===== src/rtl/mexp_pkg.sv =====
`timescale 1ns / 1ps

package mexp_pkg;

   localparam int FIELD_WIDTH        = 32;
   localparam int DATA_WIDTH_DEFAULT = 32;

   // operand pairing for the shared modular multiplier
   typedef enum logic [1:0] {
      SEL_REDUCE = 2'd0,   // 1 * base: reduces the base by the modulus
      SEL_ACC    = 2'd1,   // acc * base
      SEL_SQUARE = 2'd2    // base * base
   } mul_sel_type;

   typedef struct packed {
      logic        load;
      logic        mul_start;
      mul_sel_type mul_sel;
      logic        exp_shift;
      logic        out_load;
   } cmd_type;

   typedef struct packed {
      logic mod_zero;
      logic exp_zero;
      logic exp_lsb;
      logic exp_gt1;
      logic mul_done;
   } status_type;

endpackage


===== src/rtl/mexp_mulmod.sv =====
`timescale 1ns / 1ps

module mexp_mulmod import mexp_pkg::*; #(
   parameter int DATA_WIDTH = DATA_WIDTH_DEFAULT
) (
   input  logic                  clock,
   input  logic                  reset,
   input  logic                  start,
   input  logic [DATA_WIDTH-1:0] mcand,
   input  logic [DATA_WIDTH-1:0] mplier,
   input  logic [DATA_WIDTH-1:0] modulus,
   output logic                  done,
   output logic [DATA_WIDTH-1:0] product
);

   localparam int W  = DATA_WIDTH;
   localparam int CW = $clog2(W + 1);

   logic [W-1:0]  r_ff;
   logic [W-1:0]  mcand_ff;
   logic [W-1:0]  mplier_ff;
   logic [CW-1:0] cnt_ff;
   logic          done_ff;
   logic [W-1:0]  dbl;
   logic [W-1:0]  r_in;

   // (x + y) mod m, for x < m and y < m
   function automatic logic [W-1:0] add_mod(input logic [W-1:0] x, input logic [W-1:0] y,
                                            input logic [W-1:0] m);
      logic [W:0] s;
      logic [W:0] d;
      s = {1'b0, x} + {1'b0, y};
      d = s - {1'b0, m};
      return (s >= {1'b0, m}) ? d[W-1:0] : s[W-1:0];
   endfunction

   // one multiplier bit per cycle, most significant first: r = 2r (+ a)
   always_comb begin
      dbl  = add_mod(r_ff, r_ff, modulus);
      r_in = mplier_ff[W-1] ? add_mod(dbl, mcand_ff, modulus) : dbl;
   end

   always_ff @(posedge clock) begin
      if (reset) begin
         cnt_ff  <= '0;
         done_ff <= 1'b0;
      end else begin
         done_ff <= (cnt_ff == CW'(1));
         if (start) begin
            cnt_ff <= CW'(W);
         end else if (cnt_ff != '0) begin
            cnt_ff <= cnt_ff - CW'(1);
         end
      end
   end

   always_ff @(posedge clock) begin
      if (start) begin
         r_ff      <= '0;
         mcand_ff  <= mcand;
         mplier_ff <= mplier;
      end else if (cnt_ff != '0) begin
         r_ff      <= r_in;
         mplier_ff <= {mplier_ff[W-2:0], 1'b0};
      end
   end

   assign done    = done_ff;
   assign product = r_ff;

endmodule


===== src/rtl/mexp_datapath.sv =====
`timescale 1ns / 1ps

module mexp_datapath import mexp_pkg::*; #(
   parameter int DATA_WIDTH = DATA_WIDTH_DEFAULT
) (
   input  logic                   clock,
   input  logic                   reset,
   input  cmd_type                cmd,
   output status_type             status,
   input  logic [FIELD_WIDTH-1:0] in_base,
   input  logic [FIELD_WIDTH-1:0] in_exponent,
   input  logic [FIELD_WIDTH-1:0] in_modulus,
   output logic [FIELD_WIDTH-1:0] out_result,
   output logic                   out_mod_zero_error
);

   localparam int W = DATA_WIDTH;

   logic [W-1:0]           base_ff;
   logic [W-1:0]           exp_ff;
   logic [W-1:0]           mod_ff;
   logic [W-1:0]           acc_ff;
   logic                   err_ff;
   mul_sel_type            sel_ff;
   logic [FIELD_WIDTH-1:0] result_ff;
   logic                   result_err_ff;
   logic [W-1:0]           mcand;
   logic [W-1:0]           mplier;
   logic                   mul_done;
   logic [W-1:0]           product;

   always_comb begin
      mcand  = acc_ff;
      mplier = base_ff;
      case (cmd.mul_sel)
         SEL_REDUCE: mcand = W'(1);
         SEL_ACC:    mcand = acc_ff;
         SEL_SQUARE: mcand = base_ff;
         default:    mcand = acc_ff;
      endcase
   end

   mexp_mulmod #(
      .DATA_WIDTH(DATA_WIDTH)
   ) u_mulmod (
      .clock  (clock),
      .reset  (reset),
      .start  (cmd.mul_start),
      .mcand  (mcand),
      .mplier (mplier),
      .modulus(mod_ff),
      .done   (mul_done),
      .product(product)
   );

   always_ff @(posedge clock) begin
      if (cmd.load) begin
         base_ff <= W'(in_base);
         exp_ff  <= W'(in_exponent);
         mod_ff  <= W'(in_modulus);
         acc_ff  <= '0;
         err_ff  <= (W'(in_modulus) == '0);
      end else begin
         if (cmd.mul_start) begin
            sel_ff <= cmd.mul_sel;
         end
         if (mul_done) begin
            case (sel_ff)
               SEL_REDUCE: begin
                  base_ff <= product;
                  acc_ff  <= (mod_ff == W'(1)) ? '0 : W'(1);
               end
               SEL_ACC:    acc_ff  <= product;
               SEL_SQUARE: base_ff <= product;
               default:    acc_ff  <= acc_ff;
            endcase
         end
         if (cmd.exp_shift) begin
            exp_ff <= exp_ff >> 1;
         end
      end
      if (cmd.out_load) begin
         result_ff     <= FIELD_WIDTH'(acc_ff);
         result_err_ff <= err_ff;
      end
   end

   assign status.mod_zero = err_ff;
   assign status.exp_zero = (exp_ff == '0);
   assign status.exp_lsb  = exp_ff[0];
   assign status.exp_gt1  = |exp_ff[W-1:1];
   assign status.mul_done = mul_done;

   assign out_result         = result_ff;
   assign out_mod_zero_error = result_err_ff;

endmodule


===== src/rtl/mexp_ctrl.sv =====
`timescale 1ns / 1ps

module mexp_ctrl import mexp_pkg::*; (
   input  logic       clock,
   input  logic       reset,
   input  logic       in_valid,
   output logic       in_ready,
   output logic       out_valid,
   input  logic       out_ready,
   input  status_type status,
   output cmd_type    cmd
);

   typedef enum logic [7:0] {
      ST_IDLE   = 8'b0000_0001,
      ST_START  = 8'b0000_0010,
      ST_REDUCE = 8'b0000_0100,
      ST_STEP   = 8'b0000_1000,
      ST_ACC    = 8'b0001_0000,
      ST_POST   = 8'b0010_0000,
      ST_SQUARE = 8'b0100_0000,
      ST_FINISH = 8'b1000_0000
   } state_type;

   state_type state_ff;
   state_type state_in;
   logic      out_valid_ff;
   logic      out_valid_in;
   logic      out_free;

   assign out_free = !out_valid_ff || out_ready;

   always_comb begin
      state_in      = state_ff;
      cmd           = '0;
      cmd.mul_sel   = SEL_REDUCE;
      case (state_ff)
         ST_IDLE: begin
            if (in_valid) begin
               cmd.load = 1'b1;
               state_in = ST_START;
            end
         end
         ST_START: begin
            if (status.mod_zero) begin
               state_in = ST_FINISH;
            end else begin
               cmd.mul_start = 1'b1;
               cmd.mul_sel   = SEL_REDUCE;
               state_in      = ST_REDUCE;
            end
         end
         ST_REDUCE: begin
            if (status.mul_done) state_in = ST_STEP;
         end
         ST_STEP: begin
            if (status.exp_zero) begin
               state_in = ST_FINISH;
            end else if (status.exp_lsb) begin
               cmd.mul_start = 1'b1;
               cmd.mul_sel   = SEL_ACC;
               state_in      = ST_ACC;
            end else begin
               cmd.mul_start = 1'b1;
               cmd.mul_sel   = SEL_SQUARE;
               state_in      = ST_SQUARE;
            end
         end
         ST_ACC: begin
            if (status.mul_done) state_in = ST_POST;
         end
         ST_POST: begin
            if (status.exp_gt1) begin
               cmd.mul_start = 1'b1;
               cmd.mul_sel   = SEL_SQUARE;
               state_in      = ST_SQUARE;
            end else begin
               cmd.exp_shift = 1'b1;
               state_in      = ST_STEP;
            end
         end
         ST_SQUARE: begin
            if (status.mul_done) begin
               cmd.exp_shift = 1'b1;
               state_in      = ST_STEP;
            end
         end
         ST_FINISH: begin
            if (out_free) begin
               cmd.out_load = 1'b1;
               state_in     = ST_IDLE;
            end
         end
         default: state_in = ST_IDLE;
      endcase
   end

   always_comb begin
      out_valid_in = out_valid_ff;
      if (cmd.out_load) begin
         out_valid_in = 1'b1;
      end else if (out_ready) begin
         out_valid_in = 1'b0;
      end
   end

   always_ff @(posedge clock) begin
      if (reset) begin
         state_ff     <= ST_IDLE;
         out_valid_ff <= 1'b0;
      end else begin
         state_ff     <= state_in;
         out_valid_ff <= out_valid_in;
      end
   end

   assign in_ready  = (state_ff == ST_IDLE);
   assign out_valid = out_valid_ff;

endmodule


===== src/rtl/modular_exponentiation.sv =====
`timescale 1ns / 1ps
// Work per word: reduce the base after acceptance, then per exponent bit a multiply on a set
// bit and a square on every bit below the top set one, then finish; a zero modulus goes
// straight to the finish.
// Throughput: one word in flight; the next is taken once the result sits in the output register.
// Reset: synchronous, active high; clears the controller and the output valid, no clearing pass.

module modular_exponentiation import mexp_pkg::*; #(
   parameter int DATA_WIDTH = DATA_WIDTH_DEFAULT
) (
   input  logic                   clock,
   input  logic                   reset,
   input  logic                   req_valid,
   output logic                   req_ready,
   input  logic [FIELD_WIDTH-1:0] req_base,
   input  logic [FIELD_WIDTH-1:0] req_exponent,
   input  logic [FIELD_WIDTH-1:0] req_modulus,
   output logic                   rsp_valid,
   input  logic                   rsp_ready,
   output logic [FIELD_WIDTH-1:0] rsp_result,
   output logic                   rsp_mod_zero_error
);

   // Right-to-left square-and-multiply. The controller sequences the work; the datapath
   // holds base, exponent, modulus and accumulator, and owns a single modular multiplier
   // that resolves one multiplier bit per cycle with two chained modular adds.
   //
   // Sequence per word:
   //   load operands (truncated or zero-extended to DATA_WIDTH)
   //   zero modulus: flag the error, answer 0
   //   reduce the base as 1 * base mod m, set acc to 1 mod m
   //   per exponent bit: multiply acc on a set bit, square while higher bits remain, shift
   //   copy the accumulator into the output register when it is free

   cmd_type    cmd;
   status_type status;

   mexp_ctrl u_ctrl (
      .clock    (clock),
      .reset    (reset),
      .in_valid (req_valid),
      .in_ready (req_ready),
      .out_valid(rsp_valid),
      .out_ready(rsp_ready),
      .status   (status),
      .cmd      (cmd)
   );

   mexp_datapath #(
      .DATA_WIDTH(DATA_WIDTH)
   ) u_datapath (
      .clock             (clock),
      .reset             (reset),
      .cmd               (cmd),
      .status            (status),
      .in_base           (req_base),
      .in_exponent       (req_exponent),
      .in_modulus        (req_modulus),
      .out_result        (rsp_result),
      .out_mod_zero_error(rsp_mod_zero_error)
   );

endmodule


===== config.mk =====
export PLATFORM = sky130hd
export DESIGN_NAME = modular_exponentiation
export DESIGN_NICKNAME = d
export VERILOG_FILES = /design/src/rtl/mexp_pkg.sv /design/src/rtl/mexp_mulmod.sv /design/src/rtl/mexp_datapath.sv /design/src/rtl/mexp_ctrl.sv /design/src/rtl/modular_exponentiation.sv
export SDC_FILE = /design/constraint.sdc
export NUM_CORES = 1
export LEC_CHECK = 0
export ABC_CLOCK_PERIOD_IN_PS = 8750
export BUFFER_PORTS_ARGS = -buffer_cell sky130_fd_sc_hd__clkbuf_2
export CELL_PAD_IN_SITES_DETAIL_PLACEMENT = 1
export CELL_PAD_IN_SITES_GLOBAL_PLACEMENT = 1
export CORE_ASPECT_RATIO = 0.75
export CORE_MARGIN = 2
export CORE_UTILIZATION = 25
export CTS_CLUSTER_DIAMETER = 50
export DETAILED_ROUTE_END_ITERATION = 7
export GPL_ROUTABILITY_DRIVEN = 0
export MAX_ROUTING_LAYER = met4
export PLACE_DENSITY = 0.57
export SLEW_MARGIN = 20
export SYNTH_ARGS = -nofsm -noshare
export SYNTH_HDL_FRONTEND = slang
export SYNTH_SLANG_ARGS = --single-unit

===== constraint.sdc =====
create_clock -name clock -period 8.75 [get_ports clock]
set_clock_uncertainty 0.15 [all_clocks]
set_input_delay 0.875 -clock clock [delete_from_list [all_inputs] [get_ports clock]]
set_output_delay 0.875 -clock clock [all_outputs]
set_load 0.02 [all_outputs]

==> metrics.md <==
| Metric | Value |
|---|---|
| Outcome | finished clean |
| CTS Buf Count | 37 |
| Initial antenna violation count | 1 |
| Final hold violations | 0 |
| I/O pin total | 135 |
| Synth top area share | 35.7% |
| MaxCap Viol Count | 0 |
| IO Port Bufs | 134 |
| CP most frequent cell | ha_1 |
| Setup TNS | 0 ps |
| Core area | 65300 um^2 |
| Tmin final | 8360 ps |
| Max_slew headroom | 20.5% |
| Vias/cell | 5.06 |
| Die ar. | 68100 um^2 |
| WP data arrival | 8690 ps |
| Max Transition Viols Final | 0 |
| WL/cell | 21.7 um |
| Cell taking the most area after synthesis | edfxtp_1 |
| Syn avg cell area | 9.37 um^2 |
| Syn. warnings | 0 |
| Largest net degree at the start of global routing | 67 |
| GRT Total Usage | 18.0% |
| Crit-path max cell delay | 510 ps |
| Layout cells sized above 1 | 14.8% |
| Starting Density | 25.3% |
| Post-synthesis cell count | 1762 |
| Final setup viols | 0 |
| EDFF count, synth | 196 |
| Synthesized area | 16500 um^2 |
| Primary FF master, synth | edfxtp_1 |
| Worst setup path category | flop to flop |
| Via count | 14100 |
| Final ANT Viol Nets | 0 |
| Fin crit share | 95.6% |
| RSZ-0062 raised after global routing | no |
| DR iter-0 viols | 792 |
| Clock buffer depth | 3 |
| Top cells by area, synth | edfxtp_1 (36%), dfxtp_1 (9.7%), nand2_1 (8.7%) |
| Root Driver | clkbuf_16 |
| Post-cts hold buffer count | 0 |
| Post-cts resize count | 0 |
| Top post-synthesis cells by count | nand2_1 (382), edfxtp_1 (196), a21oi_1 (113) |
| Die width | 301 um |
| Post-CTS Repair Setup Buffers | 0 |
| Clk sink count | 276 |
| CTS clock-pin slew for the worst setup and hold paths | 60 ps |
| CP endpoint kind | flop |
| CP required | 9080 ps |
| Critical Path Fanout Max | 16 |
| Vias in the first global route | 14500 |
| CP Launch Type | flop |
| Slowest stage cell, crit path | or4_4 |
| FF+latch count, synth | 276 |
| Aggregate global routing overflow | 0 |
| FP Rows | 81 |
| Final wirelength | 60.4 mm |
| DRT Pass-1 Iters | 5 |
| H-tree levels | 2 |
| Die Y | 227 um |
| Clk_lat worst skew | 540 ps |
| Global-route wire length before repair | 90.6 mm |
| DR DRC count | 0 |
| Nets | 2084 |
| Post-DP HPWL | 46.0 mm |
| Register area share after synthesis | 45.4% |
| Top-count cell post-synth | nand2_1 |
| Max frequency | 0.120 GHz |
| TritonCTS clock tree | yes |
| Cell variety after synth | 85 |
| Worst Tran Pin Value | 1190 ps |
| Area Growth Syn to Fin | 17.4% |
| R2r setup slk | 390 ps |
| Asr flop ratio synth | 0% |
| HP Class | flop to flop |
| Post-Syn Nets | 1963 |
==> final cells by class <==
type | count | area (um^2)
antenna | 1 | 2.50
clock buffer | 47 | 993
clock inverter | 20 | 183
fill | 7622 | 45900
inverter | 71 | 272
multi-input combinational | 1338 | 8480
sequential | 276 | 7490
tap | 871 | 1090
timing repair buffer | 159 | 875
==> metal layers <==
metal  global-route usage (%)  up-vias  wire length (um)
li1                         -     6682                 -
met1                     24.0     6956             28100
met2                     28.9      352             28000
met3                     2.57       82              2920
met4                     4.32        0              1340
met5                        -        -                 0
==> critical path, delay by kind of cell, from the launching register on <==
kind,cells,cell delay [ps]
xor gates and xnor gates,1,320
muxes,1,380
adders and majority gates,3,1170
DFF,1,390
buffers and inverters,5,890
and+or+nand+nor,10,2920
AOI/OAI and AO/OA,10,2070
==> cells by family (layout without fill, tap and decap cells) <==
family          Yosys count  count (layout)  synth area share, %
other cells               0               1                    0
simple gates            659             659                 17.7
compound gates          465             465                 19.0
flops                   276             276                 45.4
buf+inv                 148             297                 3.80
xor+xnor                 92              92                 4.88
fa+ha+maj               101             101                 7.79
mux                      21              21                 1.54
==> metrics by stage <==
step | worst slack (ps) | utilization [%] | instance area [um^2] | hold WS, ps | std cells
2_1_floorplan | 1880 | - | 16500 | 258 | 1762
3_5_place_dp | 303 | 27.8 | 18100 | 306 | 2714
5_1_grt | 12.4 | 29.7 | 19400 | 339 | 2782
4_1_cts | 233 | 29.6 | 19300 | 321 | 2781
6_report | 386 | 29.7 | 19400 | 324 | 2783
3_3_place_gp | 434 | 27.8 | 18100 | 308 | 2714
==> layout by cell type, fill, tap and decap left out, types with 5 or more instances in the layout <==
master | netlist | layout
a31oi_1 | 18 | 18
mux2_4 | 7 | 7
edfxtp_1 | 196 | 196
o31ai_1 | 6 | 5
nor4_1 | 31 | 30
nor2_1 | 91 | 89
a21oi_1 | 113 | 112
xnor2_1 | 60 | 59
nand3_1 | 23 | 22
and2_1 | 5 | 5
or2_2 | 8 | 8
o221ai_1 | 5 | 5
clkbuf_2 | 2 | 134
o21ai_2 | 6 | 7
o211ai_1 | 14 | 14
nand2b_1 | 15 | 15
xor2_1 | 32 | 32
mux2i_1 | 7 | 6
clkbuf_1 | 49 | 7
ha_1 | 98 | 98
a211oi_1 | 17 | 16
a21o_1 | 34 | 34
o21ai_1 | 7 | 8
nor3_1 | 24 | 23
nand2_1 | 382 | 381
and3_1 | 18 | 16
inv_1 | 68 | 67
or3_1 | 14 | 14
o21a_1 | 10 | 10
buf_4 | 3 | 23
o22ai_1 | 11 | 11
o21bai_1 | 16 | 16
nand4_1 | 22 | 22
a22o_1 | 63 | 63
a31o_2 | 10 | 10
clkbuf_16 | 0 | 37
mux2_2 | 6 | 6
nor2b_1 | 13 | 12
o21ai_0 | 90 | 87
dfxtp_1 | 80 | 80
==> path summary, 6_finish.rpt <==
check / from / endpoint / cells after the start
hold reg to reg: u_datapath.acc_ff[5] / u_datapath.out_result[5] / 0
hold / removal: u_datapath.acc_ff[5] / u_datapath.out_result[5] / 0
setup reg to reg: u_datapath.mod_ff[14] / u_datapath.u_mulmod.product[4] / 30
setup / recovery: u_datapath.mod_ff[14] / u_datapath.u_mulmod.product[4] / 30
==> state kept, by name, indices dropped and copies added, names as in the netlist <==
name                           cells
u_ctrl.out_valid                   1
u_ctrl.state_ff                    8
u_datapath.acc_ff                 32
u_datapath.base_ff                32
u_datapath.err_ff                  1
u_datapath.exp_ff                 32
u_datapath.mod_ff                 32
u_datapath.out_mod_zero_error      1
u_datapath.out_result             32
u_datapath.sel_ff                  2
u_datapath.u_mulmod.cnt_ff         6
u_datapath.u_mulmod.done           1
u_datapath.u_mulmod.mcand_ff      32
u_datapath.u_mulmod.mplier_ff     32
u_datapath.u_mulmod.product       32
Power is not shown: default switching activity piles up to over one toggle a cycle in this logic, so the estimate is an artifact.
